===== src/rtl/alp_pkg.sv =====
// Shared types and constants for the address lease pool.
`default_nettype none
package alp_pkg;

	localparam int POOL_SIZE_DEF = 64;
	localparam int ADDR_W = 32;
	localparam int TIME_W = 32;
	localparam int DUR_W = 24;
	localparam int CNT_W = 7;
	localparam int IDXREG_W = 1;
	localparam int WDATA_W = 32;

	typedef logic [1:0] op_t;
	localparam op_t OP_DISCOVER = 2'd0;
	localparam op_t OP_REQUEST = 2'd1;
	localparam op_t OP_SWEEP = 2'd2;

	typedef logic [2:0] status_t;
	localparam status_t ST_OFFER = 3'd0;
	localparam status_t ST_ACK = 3'd1;
	localparam status_t ST_FULL = 3'd2;
	localparam status_t ST_REFUSED = 3'd3;
	localparam status_t ST_SWEPT = 3'd4;

	typedef logic [IDXREG_W-1:0] reg_idx_t;
	localparam reg_idx_t REG_DURATION = 1'd0;
	localparam reg_idx_t REG_BASE = 1'd1;

	localparam logic [DUR_W-1:0] DURATION_RST = 24'd3600;
	localparam logic [ADDR_W-1:0] BASE_RST = 32'hC0A8_0164;
	localparam logic [CNT_W-1:0] CNT_MAX = '1;

	typedef struct packed {
		logic valid;
		op_t op;
		logic [TIME_W-1:0] now;
		logic [ADDR_W-1:0] idx;
		logic found;
		logic [CNT_W-1:0] count;
	} token_t;

endpackage
`default_nettype wire


===== src/rtl/alp_lease_cell.sv =====
// One lease entry of the pool: in-use flag, start time and the token stage it passes on.
`default_nettype none
module alp_lease_cell
	import alp_pkg::*;
#(
	parameter int INDEX = 0
) (
	input wire logic clk,
	input wire logic arst_n,
	input wire logic adv,
	input wire logic [DUR_W-1:0] duration,
	input wire token_t tok_i,
	output token_t tok_o
);

	logic in_use_q;
	logic [TIME_W-1:0] start_q;
	token_t tok_q;
	token_t tok_next;
	logic expired;
	logic claim;
	logic release_now;
	logic [TIME_W:0] limit;

	assign limit = {1'b0, start_q} + {{(TIME_W + 1 - DUR_W){1'b0}}, duration};
	assign expired = {1'b0, tok_i.now} > limit;
	assign claim = tok_i.valid && tok_i.op == OP_DISCOVER && !tok_i.found && !in_use_q;
	assign release_now = tok_i.valid && tok_i.op == OP_SWEEP && in_use_q && expired;

	always_comb begin
		tok_next = tok_i;
		if (claim) begin
			tok_next.found = 1'b1;
			tok_next.idx = ADDR_W'(INDEX);
		end
		if (tok_i.valid && tok_i.op == OP_REQUEST && in_use_q
				&& tok_i.idx == ADDR_W'(INDEX)) begin
			tok_next.found = 1'b1;
		end
		if (release_now && tok_i.count != CNT_MAX) begin
			tok_next.count = tok_i.count + 1'b1;
		end
	end

	always_ff @(posedge clk or negedge arst_n) begin
		if (!arst_n) begin
			in_use_q <= 1'b0;
			tok_q <= '0;
		end else if (adv) begin
			tok_q <= tok_next;
			if (claim) begin
				in_use_q <= 1'b1;
			end else if (release_now) begin
				in_use_q <= 1'b0;
			end
		end
	end

	always_ff @(posedge clk) begin
		if (adv && claim) begin
			start_q <= tok_i.now;
		end
	end

	assign tok_o = tok_q;

endmodule
`default_nettype wire


===== config.mk =====
export PLATFORM = sky130hd
export DESIGN_NAME = alp_lease_cell
export DESIGN_NICKNAME = d
export VERILOG_FILES = /design/src/rtl/alp_pkg.sv /design/src/rtl/alp_lease_cell.sv
export SDC_FILE = /design/constraint.sdc
export NUM_CORES = 1
export LEC_CHECK = 0
export BUFFER_PORTS_ARGS = -buffer_cell sky130_fd_sc_hd__buf_2
export CAP_MARGIN = 20
export CORE_MARGIN = 5
export CORE_UTILIZATION = 47
export DETAILED_ROUTE_END_ITERATION = 16
export PLACE_DENSITY = 0.73
export SYNTH_ARGS = -nofsm -noshare
export SYNTH_HDL_FRONTEND = slang
export SYNTH_SLANG_ARGS = --single-unit

===== constraint.sdc =====
create_clock -name clk -period 4.6 [get_ports clk]
set_clock_uncertainty 0.05 [all_clocks]
set_input_delay 0 -clock clk [delete_from_list [all_inputs] [get_ports clk]]
set_output_delay 0 -clock clk [all_outputs]
set_load 0.005 [all_outputs]

==> qor.txt <==
worst hold path class = input port to flop
Vias/cell = 5.408
initial DRC count = 347
switch share = 27.40%
dpl cell area = 7169 µm²
Routed WL per cell = 16.68 µm
Placed Instances = 918
Overall Global Routing Usage = 22.49%
Die Area = 15,260 µm²
Port Buffers = 176
slew margin rel. = 36.06%
WL met3 = 1440 µm
Pwr Density = 289.0 nW/µm²
Setup Viol. Count Final = 0
worst skew pair latency = 0.35 ns
sequential area share after synthesis = 47.26%
Int Power = 0.001746 W
post-synth cell types = 48
Hold Slack = 0.2166 ns
initial antenna violation count = 0
Cell Area, Synth = 6057 µm²
setup slack after layout = 0.004673 ns
largest area contributor in the netlist = dfrtp_1
Max VDD drop = 145.0 µV
largest cells by area after synthesis = dfrtp_1 31%, edfxtp_1 16%, ha_1 12%, mux2_2 6.7%, o21ai_0 4.5%
Die Height = 123.5 µm
Place WS = -0.1088 ns
number of global-route vias before repair = 5,765
part of the cycle the worst path needs = 99.90%
Routed WL = 16,910 µm
Hold Vio Cnt, Final = 0
Clock Power Share = 32.2%
row count = 41
largest net degree at the start of global routing = 77
Seq pwr share = 45.8%
Max FO, Critical Path = 5
Final HPWL DP = 11,840 µm
Main synth FF type = dfrtp_1
Post-synth ARST share = 70.37%
Root Buffer = clkbuf_16
vias post-DR = 5,484
critical path arrival = 4.81 ns
share of cells above drive strength 1 = 30.40%
Ys Warns = 0
CTS tree = yes
core area = 12,620 µm²
post-synthesis average cell area = 10.53 µm²
I/O Pins = 177
clock buffer depth = 2
post-route ant nets = 0
FMAX = 217.6 MHz
first drt pass iteration count = 5
first-pass GRT wire length = 27,030 µm
GRT Residual Overflow = 0
RSZ-0062 raised after global routing = yes
max cap viols = 0
die width = 123.5 µm
Synth Register Bits = 108
worst slew pin tran = 0.9591 ns
final std cells w/o fill = 1,014
H-Tree Level Count = 3
# DRC = 0
WL met1 = 6842 µm
Area growth syn-to-layout = 37.43%
switching power = 0.0006591 W
top-count cell post-synth = dfrtp_1
Post-synth EDFFs = 32
top sig layer = met4
RD Place Congestion = 0.9574
Final Instance Area = 8324 µm²
Reg clk slew, reported paths = 0.07 ns
WS Path Type = flop to flop
Antenna Cells = 0
Final Slew Violations = 0
Initial Util = 48.00%
CTS Buf Count = 9
number of clock sinks = 108
met2 wire length = 8222 µm
synth cell count leaders = 76 x dfrtp_1, 64 x nand2_1, 57 x ha_1
NumNets Final = 997
fin crit period = 4.595 ns
combinational share of power = 22.1%
Total Neg Setup Slack = 0 ns
Layout fillers = 986
P_leak = 3.832 nW
instance count of the mapped netlist = 575
endpoint class of the critical path = flop
status = completed
CP required = 4.81 ns
startpoint class of the critical path = flop
top cell type's share of synthesized area = 31.40%
syn nets = 735
[cell families (layout without fill, tap and decap cells)]
group / Yosys count / after routing / synth area share [%]
AOI/OAI and AO/OA: 135 / 135 / 14.09
buffers and inverters: 51 / 318 / 3.161
and+or+nand+nor: 153 / 153 / 11.75
xor gates and xnor gates: 33 / 33 / 4.772
muxes: 37 / 37 / 6.858
adders and majority gates: 58 / 58 / 12.10
DFF: 108 / 108 / 47.26
[worst max-delay path: stages (launching register included)]
cell       delay [ns]
edfxtp_1         0.38
ha_1             0.39
a2111oi_4        0.44
o31ai_4          0.15
a31oi_4          0.19
a21oi_2          0.09
o41a_1           0.46
a21o_1           0.22
a21oi_2          0.14
xor2_1           0.17
ha_1             0.26
nand4_1          0.15
nor4_2           0.07
buf_4            0.14
a31oi_2          0.16
o211ai_1         0.16
a221oi_2         0.23
buf_4            0.17
nand3_1          0.09
or2_0            0.20
a31oi_1          0.20
[per-stage QoR]
| stage | total power, W | util [%] |
|---|---|---|
| after detailed placement | 0.001579 | 56.81 |
| final | 0.002405 | 65.96 |
| after global placement | 0.001561 | 56.81 |
| after CTS | 0.002411 | 65.29 |
| after floorplan | 0.001364 | - |
| after global routing | 0.002537 | 65.96 |
[cells in the final DEF, fill, tap and decap left out, types with 2 or more instances in the layout]
master	instances
buf_2	175
dlygate4sd3_1	76
dfrtp_1	76
nand2_1	64
ha_1	56
o21ai_0	52
inv_1	38
mux2_2	36
a21oi_1	34
edfxtp_1	32
nor2_1	26
xor2_1	19
xnor2_1	14
nor3_1	12
buf_4	12
nand4_1	11
a21o_1	10
nand3_1	9
nor4_1	9
clkbuf_16	9
a211oi_1	6
and3_1	6
nand2b_1	4
o21ai_1	3
a21oi_2	3
a211oi_2	2
o41a_1	2
o211ai_1	2
nor2b_1	2
and2_1	2
o21bai_1	2
nand4b_1	2
or2_0	2
a31oi_1	2
inv_6	2
clkinv_1	2
[power groups by stage]
stage                     logic (W)  registers [W]  clock network, W
after floorplan            0.000243        0.00112                 0
after CTS                  0.000515        0.00110          0.000797
after global routing       0.000590        0.00111          0.000837
final                      0.000531        0.00110          0.000774
after detailed placement   0.000462        0.00112                 0
after global placement     0.000446        0.00111                 0
[what timing repair did]
| item | in CTS | in global routing |
|---|---|---|
| pin swaps | 0 | 10 |
| setup buffers | 0 | 3 |
| hold buffers | 76 | 0 |
| setup endpoints to repair | 7 | 8 |
| endpoints found under the hold margin | 183 | 0 |
| gates resized for setup | 4 | 12 |
[registers in the layout (all words and copies together) (netlist names)]
name      flops
tok_o        75
start_q      32
in_use_q      1
[final cells by class]
class | count | area, µm² | share of cell area, %
Clock buffer | 10 | 229.0 | 2.751
Tap cell | 172 | 215.2 | 2.585
Sequential cell | 108 | 2863 | 34.39
Multi-Input combinational cell | 416 | 3074 | 36.93
Inverter | 38 | 142.6 | 1.714
Clock inverter | 6 | 62.56 | 0.7515
Timing Repair Buffer | 264 | 1738 | 20.88
[final timing paths]
path | from | to | slack (ns) | cells past startpoint
min in group asynchronous | arst_n | tok_o[25] | 0.33 | 2
max in group asynchronous | arst_n | tok_o[62] | 3.55 | 2
setup / recovery | start_q[5] | tok_o[2] | 0.005 | 20
hold reg to reg | tok_o[58] | tok_o[58] | 0.45 | 1
hold / removal | adv | tok_o[1] | 0.22 | 2
setup reg to reg | start_q[5] | tok_o[2] | 0.005 | 20
[layer usage]
metal  up-vias  global-route usage [%]
li1       2603                       -
met5         -                       0
met2       247                   37.61
met4         0                   9.273
met1      2599                   27.97
met3        35                   5.352
No activity file was read; power rests on OpenSTA's default activity.
